`src/sv/rfm_pkg.sv`:
```
// Shared types, key codes and colour tables for the RGB fade mode controller.
package rfm_pkg;

  localparam logic [31:0] KEY_CYCLE  = 32'd2907897600;
  localparam logic [31:0] KEY_RED    = 32'd4077715200;
  localparam logic [31:0] KEY_CYAN   = 32'd3877175040;
  localparam logic [31:0] KEY_WHITE  = 32'd2707357440;
  localparam logic [31:0] KEY_YELLOW = 32'd4144561920;
  localparam logic [31:0] KEY_BLUE   = 32'd3810328320;
  localparam logic [31:0] KEY_PINK   = 32'd2774204160;
  localparam logic [31:0] KEY_GREEN  = 32'd3175284480;

  localparam logic [7:0] RAMP_TOP = 8'd255;

  localparam logic [2:0] COLOUR_OFF    = 3'd0;
  localparam logic [2:0] COLOUR_RED    = 3'd1;
  localparam logic [2:0] COLOUR_CYAN   = 3'd2;
  localparam logic [2:0] COLOUR_WHITE  = 3'd3;
  localparam logic [2:0] COLOUR_YELLOW = 3'd4;
  localparam logic [2:0] COLOUR_BLUE   = 3'd5;
  localparam logic [2:0] COLOUR_PINK   = 3'd6;
  localparam logic [2:0] COLOUR_GREEN  = 3'd7;

  localparam logic [3:0] MODE_CYCLE = 4'd8;

  localparam int QUEUE_DEPTH = 2;
  localparam int QUEUE_AW    = $clog2(QUEUE_DEPTH);

  typedef enum logic [1:0] {
    CMD_TICK,
    CMD_CYCLE,
    CMD_COLOUR,
    CMD_IGNORE
  } cmd_kind_t;

  typedef struct packed {
    cmd_kind_t  kind;
    logic [2:0] colour;
  } cmd_t;

  // Channel mask of a colour: bit 2 red, bit 1 green, bit 0 blue.
  function automatic logic [2:0] colour_mask(input logic [2:0] colour);
    logic [2:0] m;
    unique case (colour)
      COLOUR_OFF:    m = 3'b000;
      COLOUR_RED:    m = 3'b100;
      COLOUR_CYAN:   m = 3'b011;
      COLOUR_WHITE:  m = 3'b111;
      COLOUR_YELLOW: m = 3'b110;
      COLOUR_BLUE:   m = 3'b001;
      COLOUR_PINK:   m = 3'b101;
      COLOUR_GREEN:  m = 3'b010;
      default:       m = 3'b000;
    endcase
    return m;
  endfunction

endpackage

```
`src/sv/rgb_fade_mode_controller.sv`:
```
// Top level of the RGB fade mode controller: front end, queue and fade engine.
//
//   Channel  Handshake            Payload
//   in       in_valid/in_ready    action, key_code
//   out      out_valid/out_ready  red_level, green_level, blue_level, active_mode
//
// Each input beat yields one output beat; one beat per cycle is sustained
// while out_ready stays high. A beat passes the decoder and a two-entry
// queue, then the fade engine registers the result. The output register
// is updated only when the engine takes a command, so a stalled output
// holds its beat while the queue accepts input until both entries are full.
// Reset clears the queue, the output valid and all mode and ramp state.
module rgb_fade_mode_controller import rfm_pkg::*; (
  input  logic        clk,
  input  logic        rst,
  input  logic        in_valid,
  output logic        in_ready,
  input  logic        action,
  input  logic [31:0] key_code,
  output logic        out_valid,
  input  logic        out_ready,
  output logic [7:0]  red_level,
  output logic [7:0]  green_level,
  output logic [7:0]  blue_level,
  output logic [3:0]  active_mode
);

  logic front_valid;
  logic front_ready;
  cmd_t front_cmd;
  logic back_valid;
  logic back_ready;
  cmd_t back_cmd;

  rfm_front u_front (
    .in_valid  (in_valid),
    .in_ready  (in_ready),
    .action    (action),
    .key_code  (key_code),
    .cmd_valid (front_valid),
    .cmd_ready (front_ready),
    .cmd       (front_cmd)
  );

  rfm_queue u_queue (
    .clk        (clk),
    .rst        (rst),
    .push_valid (front_valid),
    .push_ready (front_ready),
    .push_cmd   (front_cmd),
    .pop_valid  (back_valid),
    .pop_ready  (back_ready),
    .pop_cmd    (back_cmd)
  );

  rfm_back u_back (
    .clk         (clk),
    .rst         (rst),
    .cmd_valid   (back_valid),
    .cmd_ready   (back_ready),
    .cmd         (back_cmd),
    .out_valid   (out_valid),
    .out_ready   (out_ready),
    .red_level   (red_level),
    .green_level (green_level),
    .blue_level  (blue_level),
    .active_mode (active_mode)
  );

endmodule

```
`src/sv/rfm_front.sv`:
```
// Front end: accepts input beats and classifies them into commands.
module rfm_front import rfm_pkg::*; (
  input  logic        in_valid,
  output logic        in_ready,
  input  logic        action,
  input  logic [31:0] key_code,
  output logic        cmd_valid,
  input  logic        cmd_ready,
  output cmd_t        cmd
);

  always_comb begin
    cmd.colour = COLOUR_OFF;
    if (!action) begin
      cmd.kind = CMD_TICK;
    end else begin
      priority if (key_code == KEY_CYCLE) begin
        cmd.kind = CMD_CYCLE;
      end else if (key_code == KEY_RED) begin
        cmd.kind   = CMD_COLOUR;
        cmd.colour = COLOUR_RED;
      end else if (key_code == KEY_CYAN) begin
        cmd.kind   = CMD_COLOUR;
        cmd.colour = COLOUR_CYAN;
      end else if (key_code == KEY_WHITE) begin
        cmd.kind   = CMD_COLOUR;
        cmd.colour = COLOUR_WHITE;
      end else if (key_code == KEY_YELLOW) begin
        cmd.kind   = CMD_COLOUR;
        cmd.colour = COLOUR_YELLOW;
      end else if (key_code == KEY_BLUE) begin
        cmd.kind   = CMD_COLOUR;
        cmd.colour = COLOUR_BLUE;
      end else if (key_code == KEY_PINK) begin
        cmd.kind   = CMD_COLOUR;
        cmd.colour = COLOUR_PINK;
      end else if (key_code == KEY_GREEN) begin
        cmd.kind   = CMD_COLOUR;
        cmd.colour = COLOUR_GREEN;
      end else begin
        cmd.kind = CMD_IGNORE;
      end
    end
  end

  assign cmd_valid = in_valid;
  assign in_ready  = cmd_ready;

endmodule

```
`src/sv/rfm_queue.sv`:
```
// Short command queue between the front end and the fade engine.
module rfm_queue import rfm_pkg::*; (
  input  logic clk,
  input  logic rst,
  input  logic push_valid,
  output logic push_ready,
  input  cmd_t push_cmd,
  output logic pop_valid,
  input  logic pop_ready,
  output cmd_t pop_cmd
);

  cmd_t                entries [QUEUE_DEPTH];
  logic [QUEUE_AW-1:0] wr_ptr;
  logic [QUEUE_AW-1:0] rd_ptr;
  logic [QUEUE_AW:0]   count;
  logic                push;
  logic                pop;

  assign push_ready = (count != (QUEUE_AW + 1)'(QUEUE_DEPTH));
  assign pop_valid  = (count != '0);
  assign pop_cmd    = entries[rd_ptr];
  assign push       = push_valid && push_ready;
  assign pop        = pop_valid && pop_ready;

  always_ff @(posedge clk) begin
    if (push) begin
      entries[wr_ptr] <= push_cmd;
    end
  end

  always_ff @(posedge clk) begin
    if (rst) begin
      wr_ptr <= '0;
      rd_ptr <= '0;
      count  <= '0;
    end else begin
      if (push) begin
        wr_ptr <= (wr_ptr == QUEUE_AW'(QUEUE_DEPTH - 1)) ? '0 : wr_ptr + 1'b1;
      end
      if (pop) begin
        rd_ptr <= (rd_ptr == QUEUE_AW'(QUEUE_DEPTH - 1)) ? '0 : rd_ptr + 1'b1;
      end
      if (push && !pop) begin
        count <= count + 1'b1;
      end else if (pop && !push) begin
        count <= count - 1'b1;
      end
    end
  end

endmodule

```
`src/sv/rfm_back.sv`:
```
// Fade engine: mode state, ramp and the registered result beat.
module rfm_back import rfm_pkg::*; (
  input  logic       clk,
  input  logic       rst,
  input  logic       cmd_valid,
  output logic       cmd_ready,
  input  cmd_t       cmd,
  output logic       out_valid,
  input  logic       out_ready,
  output logic [7:0] red_level,
  output logic [7:0] green_level,
  output logic [7:0] blue_level,
  output logic [3:0] active_mode
);

  logic       cycle_on, cycle_on_next;
  logic [2:0] single_colour, single_colour_next;
  logic [2:0] cycle_idx, cycle_idx_next;
  logic       ramp_falling, ramp_falling_next;
  logic [7:0] ramp_level, ramp_level_next;
  logic [7:0] red, red_next;
  logic [7:0] green, green_next;
  logic [7:0] blue, blue_next;
  logic       take;
  logic [2:0] colour;
  logic [2:0] mask;

  assign cmd_ready = !out_valid || out_ready;
  assign take      = cmd_valid && cmd_ready;
  assign colour    = cycle_on ? cycle_idx : single_colour;
  assign mask      = colour_mask(colour);

  always_comb begin
    cycle_on_next      = cycle_on;
    single_colour_next = single_colour;
    cycle_idx_next     = cycle_idx;
    ramp_falling_next  = ramp_falling;
    ramp_level_next    = ramp_level;
    red_next           = red;
    green_next         = green;
    blue_next          = blue;
    unique case (cmd.kind)
      CMD_TICK: begin
        if (colour != COLOUR_OFF) begin
          red_next   = mask[2] ? ramp_level : '0;
          green_next = mask[1] ? ramp_level : '0;
          blue_next  = mask[0] ? ramp_level : '0;
          if (!ramp_falling) begin
            ramp_level_next = ramp_level + 1'b1;
            if (ramp_level_next == RAMP_TOP) begin
              ramp_falling_next = 1'b1;
            end
          end else begin
            ramp_level_next = ramp_level - 1'b1;
            if (ramp_level_next == '0) begin
              ramp_falling_next = 1'b0;
              if (cycle_on) begin
                cycle_idx_next = (cycle_idx == COLOUR_GREEN) ? COLOUR_RED : cycle_idx + 1'b1;
              end
            end
          end
        end
      end
      CMD_CYCLE: begin
        if (!cycle_on) begin
          single_colour_next = COLOUR_OFF;
          cycle_on_next      = 1'b1;
          cycle_idx_next     = COLOUR_RED;
          ramp_level_next    = '0;
          ramp_falling_next  = 1'b0;
        end else begin
          cycle_on_next = 1'b0;
          red_next      = '0;
          green_next    = '0;
          blue_next     = '0;
        end
      end
      CMD_COLOUR: begin
        if (single_colour != cmd.colour) begin
          cycle_on_next      = 1'b0;
          single_colour_next = cmd.colour;
          ramp_level_next    = '0;
          ramp_falling_next  = 1'b0;
        end else begin
          single_colour_next = COLOUR_OFF;
          red_next           = '0;
          green_next         = '0;
          blue_next          = '0;
        end
      end
      CMD_IGNORE: begin
      end
      default: begin
      end
    endcase
  end

  always_ff @(posedge clk) begin
    if (rst) begin
      out_valid     <= 1'b0;
      cycle_on      <= 1'b0;
      single_colour <= COLOUR_OFF;
      cycle_idx     <= COLOUR_RED;
      ramp_falling  <= 1'b0;
      ramp_level    <= '0;
      red           <= '0;
      green         <= '0;
      blue          <= '0;
    end else begin
      if (take) begin
        out_valid     <= 1'b1;
        cycle_on      <= cycle_on_next;
        single_colour <= single_colour_next;
        cycle_idx     <= cycle_idx_next;
        ramp_falling  <= ramp_falling_next;
        ramp_level    <= ramp_level_next;
        red           <= red_next;
        green         <= green_next;
        blue          <= blue_next;
      end else if (out_ready) begin
        out_valid <= 1'b0;
      end
    end
  end

  assign red_level   = red;
  assign green_level = green;
  assign blue_level  = blue;
  assign active_mode = cycle_on ? MODE_CYCLE : {1'b0, single_colour};

endmodule

```
`config.mk`:
```
export PLATFORM = sky130hd
export DESIGN_NAME = rgb_fade_mode_controller
export DESIGN_NICKNAME = d
export VERILOG_FILES = /design/src/sv/rfm_pkg.sv /design/src/sv/rgb_fade_mode_controller.sv /design/src/sv/rfm_front.sv /design/src/sv/rfm_queue.sv /design/src/sv/rfm_back.sv
export SDC_FILE = /design/constraint.sdc
export NUM_CORES = 1
export LEC_CHECK = 0
export ABC_CLOCK_PERIOD_IN_PS = 3550
export BUFFER_PORTS_ARGS = -buffer_cell sky130_fd_sc_hd__buf_2
export CORE_MARGIN = 4
export CORE_UTILIZATION = 43
export DETAILED_ROUTE_END_ITERATION = 10
export PLACE_DENSITY = 0.61
export SLEW_MARGIN = 20
export SYNTH_ARGS = -nofsm -noshare
export SYNTH_HDL_FRONTEND = slang
export SYNTH_SLANG_ARGS = --single-unit
```
`constraint.sdc`:
```
create_clock -name clk -period 3.55 [get_ports clk]
set_clock_uncertainty 0.05 [all_clocks]
set_input_delay 0.355 -clock clk [delete_from_list [all_inputs] [get_ports clk]]
set_output_delay 0.355 -clock clk [all_outputs]
set_load 0.005 [all_outputs]
```
* Word level (Yosys, flattened, before mapping)
Memory sizes are Yosys's and may differ from the RTL's. A register that Yosys moved wholly into a read port is not among the register bits.
Index checks and enable logic that the tools add are counted.
** Cells by class
- Reductions and logical operators :: 22
- Mux-type cells :: 59
- $add $sub $neg :: 7
- Eq/ne operators :: 22
** Operators by type and width (count)
- == test 32 bit (second input constant) :: 8
- two-way mux 8 bit :: 12
- one-hot mux 8 bit (3 select lines) :: 4
- two-way mux 3 bit :: 12
- two-way mux 5 bit :: 5
- two-way mux 1 bit :: 16
- inequality test 2 x 1 -> 1 bit (second input constant) :: 6
- one-hot mux 3 bit (2 select lines) :: 2
- AND reduction 5 bit :: 2
- nonzero test 2 bit :: 5
- adder 8 x 1 -> 8 bit (second input constant) :: 1
- == test 8 bit (second input constant) :: 1
- logical NOT 8 bit :: 1
- two-way mux 2 bit :: 4
- two-way mux 4 bit :: 2
- subtractor 8 x 1 -> 8 bit (second input constant) :: 1
- AND reduction 7 bit :: 1
- inequality test 2 bit (second input constant) :: 3
- AND reduction 3 bit :: 2
- nonzero test 3 bit :: 2
- logical AND 1 bit :: 4
- adder 3 x 1 -> 3 bit (second input constant) :: 1
- == test 3 bit (second input constant) :: 1
- logical NOT 1 bit :: 3
- 10 further kinds :: 11
** Word-level totals
- Memories :: 2
- ROM bits :: 24
- Output and inout port bits :: 30
- Bits in writable memories :: 10
- Flip-flop bits (word level) :: 45
** Memories
- (name not given) :: depth 8, width 3, rd ports 1, clocked after memory_dff 0, wr ports 0, line rfm_pkg.sv:44 : unique case (colour)
- u_queue.entries :: depth 2, width 5, rd ports 1, clocked after memory_dff 1, wr ports 1, line rfm_queue.sv:13 : cmd_t entries [QUEUE_DEPTH];

* Longest topological paths before layout
- Depth in word-level cells :: 10
- Depth in mapped cells :: 11
- Depth with buffers taken out :: 8

* Hierarchy
From an unflattened synthesis, not the netlist that was laid out.
** Second synthesis, totals
- Cell total of the unflattened synthesis :: 367
- Area, all modules :: 3248.1 um^2
** By module, submodules not included
- rfm_back :: area an instance 2290.9 um^2, seq. area each 820.8 um^2, times used 1, cells an instance 284
- rfm_queue :: area an instance 579.3 um^2, seq. area each 400.4 um^2, times used 1, cells an instance 39
- rfm_front :: area an instance 377.9 um^2, seq. area each 0.0 um^2, times used 1, cells an instance 44

* Worst setup path before layout
No wires, ideal clock.
- Path kind :: register to register
- Start :: register with a tool-made name
- End :: register u_back.blue[3] (netlist: u_back.blue_level[3])
- Arrival :: 2.362 ns
- Path slack :: 1.068 ns
- Stages on the path, launching flop included :: 10
- Buffers on the path :: 2
- Setup time :: 0.070 ns
- Cells stage by stage :: dfxtp_1 buf_2 mux2i_1 inv_1 ha_1 nor2b_1 or4_4 buf_6 or3b_1 a21oi_1
** RTL lines
- to (signal assigned) :: line rfm_back.sv:119 : blue <= blue_next;
- to (decl) :: line rfm_back.sv:23 : logic [7:0] blue, blue_next;

==> metrics <==
status=finished clean; Worst path max stage delay=670 ps; Comb pwr share=38.2%; fin nets=480; critical path required time=3750 ps; Core Footprint=6940 µm²; I/O pin cnt=67; Min-Delay Path Class=input port to register; Seq/Total Area, Yosys=38.8%; Max IR drop VDD=300 µV; first-pass GRT wire length=12400 µm; register share of total power=42.2%; vias post-DR=2860; leakage power=1.42 nW; Post-DP HPWL=5480 µm; Slew headroom=36.8%; worst-path cell chain=mux2i_1, inv_1, ha_1, nor2b_1, or4_4, or4_1, a21oi_1; placed cells=520; Non-Filler Instances=528; Synth Warn #=0; DRT iter0 DRCs=94; Die Y-Extent=93.6 µm; Slew @ Worst Pin=949 ps; Mapped Avg Cell Area=8.33 µm²; antenna viol nets, final=0; Remaining DRCs=0; CTS H-Tree Depth=2; Net Sw Frac=39.7%; Yosys reg bits=56; gr usage total=17.4%; largest net degree at the start of global routing=53; Fin Setup TNS=0 ps; slowest stage cell, crit path=or4_4; post-DR vias/cell=5.42; Multi-input gate area=1800 µm²; die area=8760 µm²; IO Port Bufs=66; Synth-to-Final Area Change=14.9%; WP buf/inv=1; startpoint type of the worst setup path=register; Post-Synthesis Cell Area=3150 µm²; Tmin final=2870 ps; initial antenna violation count=0; fillcell total=690; WL final=7420 µm; Max Root-Sink Buffers=2; # rows=30; total gr overflow=0; Sink Count=56; average routed wire per standard cell=14.1 µm; final hold vios=0; Async SR Flop Fraction=0%; Largest delay share family, worst path=simple AND/OR/NAND/NOR gates; Slew Limit Fails=0; prevailing post-synth register cell=dfxtp_1; starting density of the core=45.4%; RePlAce Congestion=0.814; # hold bufs at CTS=0; EDFF count, synth=10; P_sw=732 µW; Crit Path Max Fanout=32; CTS tree=done; RSZ-0062 raised after global routing=false; die width=93.6 µm; post-route clock period utilization=80.9%; WP data arrival=3070 ps; Mapped Cells=378; Pint=1.11 mW; clock root buffer=clkbuf_8; # setup viols final=0; maximum clock rate=0.348 GHz; Cell Pwr Density=510 nW/µm²; Clock transition at path regs=110 ps; buffer count from post-CTS setup fixing=0; Total Power=1.84 mW; Sequential Area=1220 µm²; worst setup path class=register to register; Cell variety after synth=49; fraction of layout cells with a size suffix above 1=19.7%; max-cap check violation count=0; Mapped Nets=427; # diodes=0; clock share of power=19.6%; first-pass iteration count of the detailed router=4; vias in the first global route=2669; worst skew pair latency=310 ps; CTS buffer count=5; Resized cells post-CTS=0; Setup crit end kind=register
-- cells in the mapped netlist, types with 2 or more instances --
cell | number | area, µm²
o22ai_1 | 2 | 12.5
nand2_1 | 41 | 154
o41ai_1 | 2 | 17.5
nor4_1 | 3 | 18.8
nand4b_1 | 2 | 17.5
buf_2 | 2 | 10.0
o21bai_1 | 2 | 15.0
a32o_1 | 6 | 60.1
or4_1 | 2 | 15.0
nand4_1 | 5 | 31.3
or3_1 | 5 | 31.3
a21oi_1 | 36 | 180
nand3_1 | 20 | 100
nor3b_1 | 2 | 15.0
o31ai_1 | 2 | 15.0
a211oi_1 | 2 | 15.0
mux2i_1 | 8 | 80.1
nor3_1 | 13 | 65.1
dfxtp_1 | 46 | 921
o32ai_1 | 2 | 17.5
nor2b_1 | 20 | 125
a31oi_1 | 2 | 12.5
edfxtp_1 | 10 | 300
inv_1 | 10 | 37.5
nor2_1 | 25 | 93.8
a31o_2 | 4 | 35.0
clkbuf_1 | 18 | 67.6
xnor2_1 | 2 | 17.5
and4_1 | 3 | 26.3
and3_1 | 5 | 31.3
or3b_1 | 4 | 35.0
nand2b_1 | 13 | 81.3
a22oi_1 | 3 | 22.5
ha_1 | 12 | 150
nand3b_1 | 5 | 37.5
or3b_2 | 2 | 17.5
o21ai_0 | 14 | 70.1
nor4b_1 | 2 | 17.5
o21a_1 | 3 | 22.5
xor2_1 | 9 | 78.8
-- cell usage in the layout, fill, tap and decap left out, types with 3 or more instances in the layout --
cell type and count:
nand2b_1 13, clkbuf_8 5, nor2b_1 20, a32o_1 6, or3_1 5, buf_2 66, mux2i_1 8, dfxtp_1 46
and4_1 3, or3b_1 4, xor2_1 9, and3_1 5, nand4_1 5, nor2_1 25, a22oi_1 3, nor3_1 13
a31o_2 4, nand2_1 41, a21oi_1 36, nand3b_1 5, buf_4 3, inv_1 10, edfxtp_1 10, o21ai_0 14
o21a_1 3, ha_1 12, nand3_1 20
-- sequential cells by signal, indices dropped and copies added, names as in the netlist, named ones only --
| name | count |
|---|---|
| u_back.green_level | 8 |
| u_back.cycle_on | 1 |
| u_back.out_valid | 1 |
| u_queue.wr_ptr | 1 |
| u_back.cycle_idx | 3 |
| u_back.ramp_level | 8 |
| u_back.single_colour | 3 |
| u_back.blue_level | 8 |
| u_queue.rd_ptr | 1 |
| u_back.ramp_falling | 1 |
| u_back.red_level | 8 |
| u_queue.entries | 10 |
| u_queue.count | 2 |
-- power groups by stage --
stage	sequential, mW	combinational, mW	clock, mW
global route	0.789	0.789	0.394
finish	0.778	0.704	0.361
floorplan	0.753	0.556	0
CTS	0.778	0.704	0.370
global placement	0.791	0.691	0
detailed placement	0.793	0.697	0
-- metrics by stage --
stage	area, µm²	hold WS [ps]	utilization (%)	worst slack, ps
after floorplan	3150	398	-	1070
after global placement	3530	388	50.8	766
after detailed placement	3530	391	50.8	698
after CTS	3620	259	52.1	666
after global routing	3620	306	52.1	502
final	3620	264	52.1	679
-- worst paths after layout --
| kind | from | to | slack, ps | cells past startpoint |
|---|---|---|---|---|
| max reg2reg | register | u_back.blue_level[0]$_SDFFE_PP0P_ | 680 | 7 |
| max | register | u_back.blue_level[0]$_SDFFE_PP0P_ | 680 | 7 |
| min | out_ready | u_back.out_valid$_SDFFE_PP0P_ | 260 | 3 |
| min reg2reg | u_back.red_level[3]$_SDFFE_PP0P_ | u_back.red_level[3]$_SDFFE_PP0P_ | 400 | 2 |
-- kinds of logic (layout without fill, tap and decap cells) --
family                     Yosys count  after routing  share of synthesized area, %
AOI/OAI and AO/OA                   83             83                          16.4
DFF                                 56             56                          38.8
muxes                                9              9                          2.90
adders and majority gates           12             12                          4.77
and+or+nand+nor                    174            174                          29.7
buffers and inverters               33             87                          4.41
xor gates and xnor gates            11             11                          3.06
-- per-layer routing --
layer	global-route usage [%]	routed length [µm]	vias up
li1	-	-	1461
met1	20.7	3200	1337
met2	30.7	3760	55
met3	4.59	383	7
met4	5.29	80	0
met5	0	0	-
-- cell type report --
| cell class | instances | area share [%] |
|---|---|---|
| multi-input combinational | 289 | 49.7 |
| sequential | 56 | 33.8 |
| timing repair buffer | 69 | 9.75 |
| tap | 96 | 3.32 |
| clock buffer | 6 | 2.01 |
| inverter | 10 | 1.04 |
| clock inverter | 2 | 0.450 |
-- worst register-to-register path, stage by stage (launching register included) --
cell and delay, ps:
dfxtp_1 470, mux2i_1 340, inv_1 110, ha_1 310, nor2b_1 190, or4_4 670, or4_1 520, a21oi_1 140
Note: power is estimated with default switching activity, not from simulation.
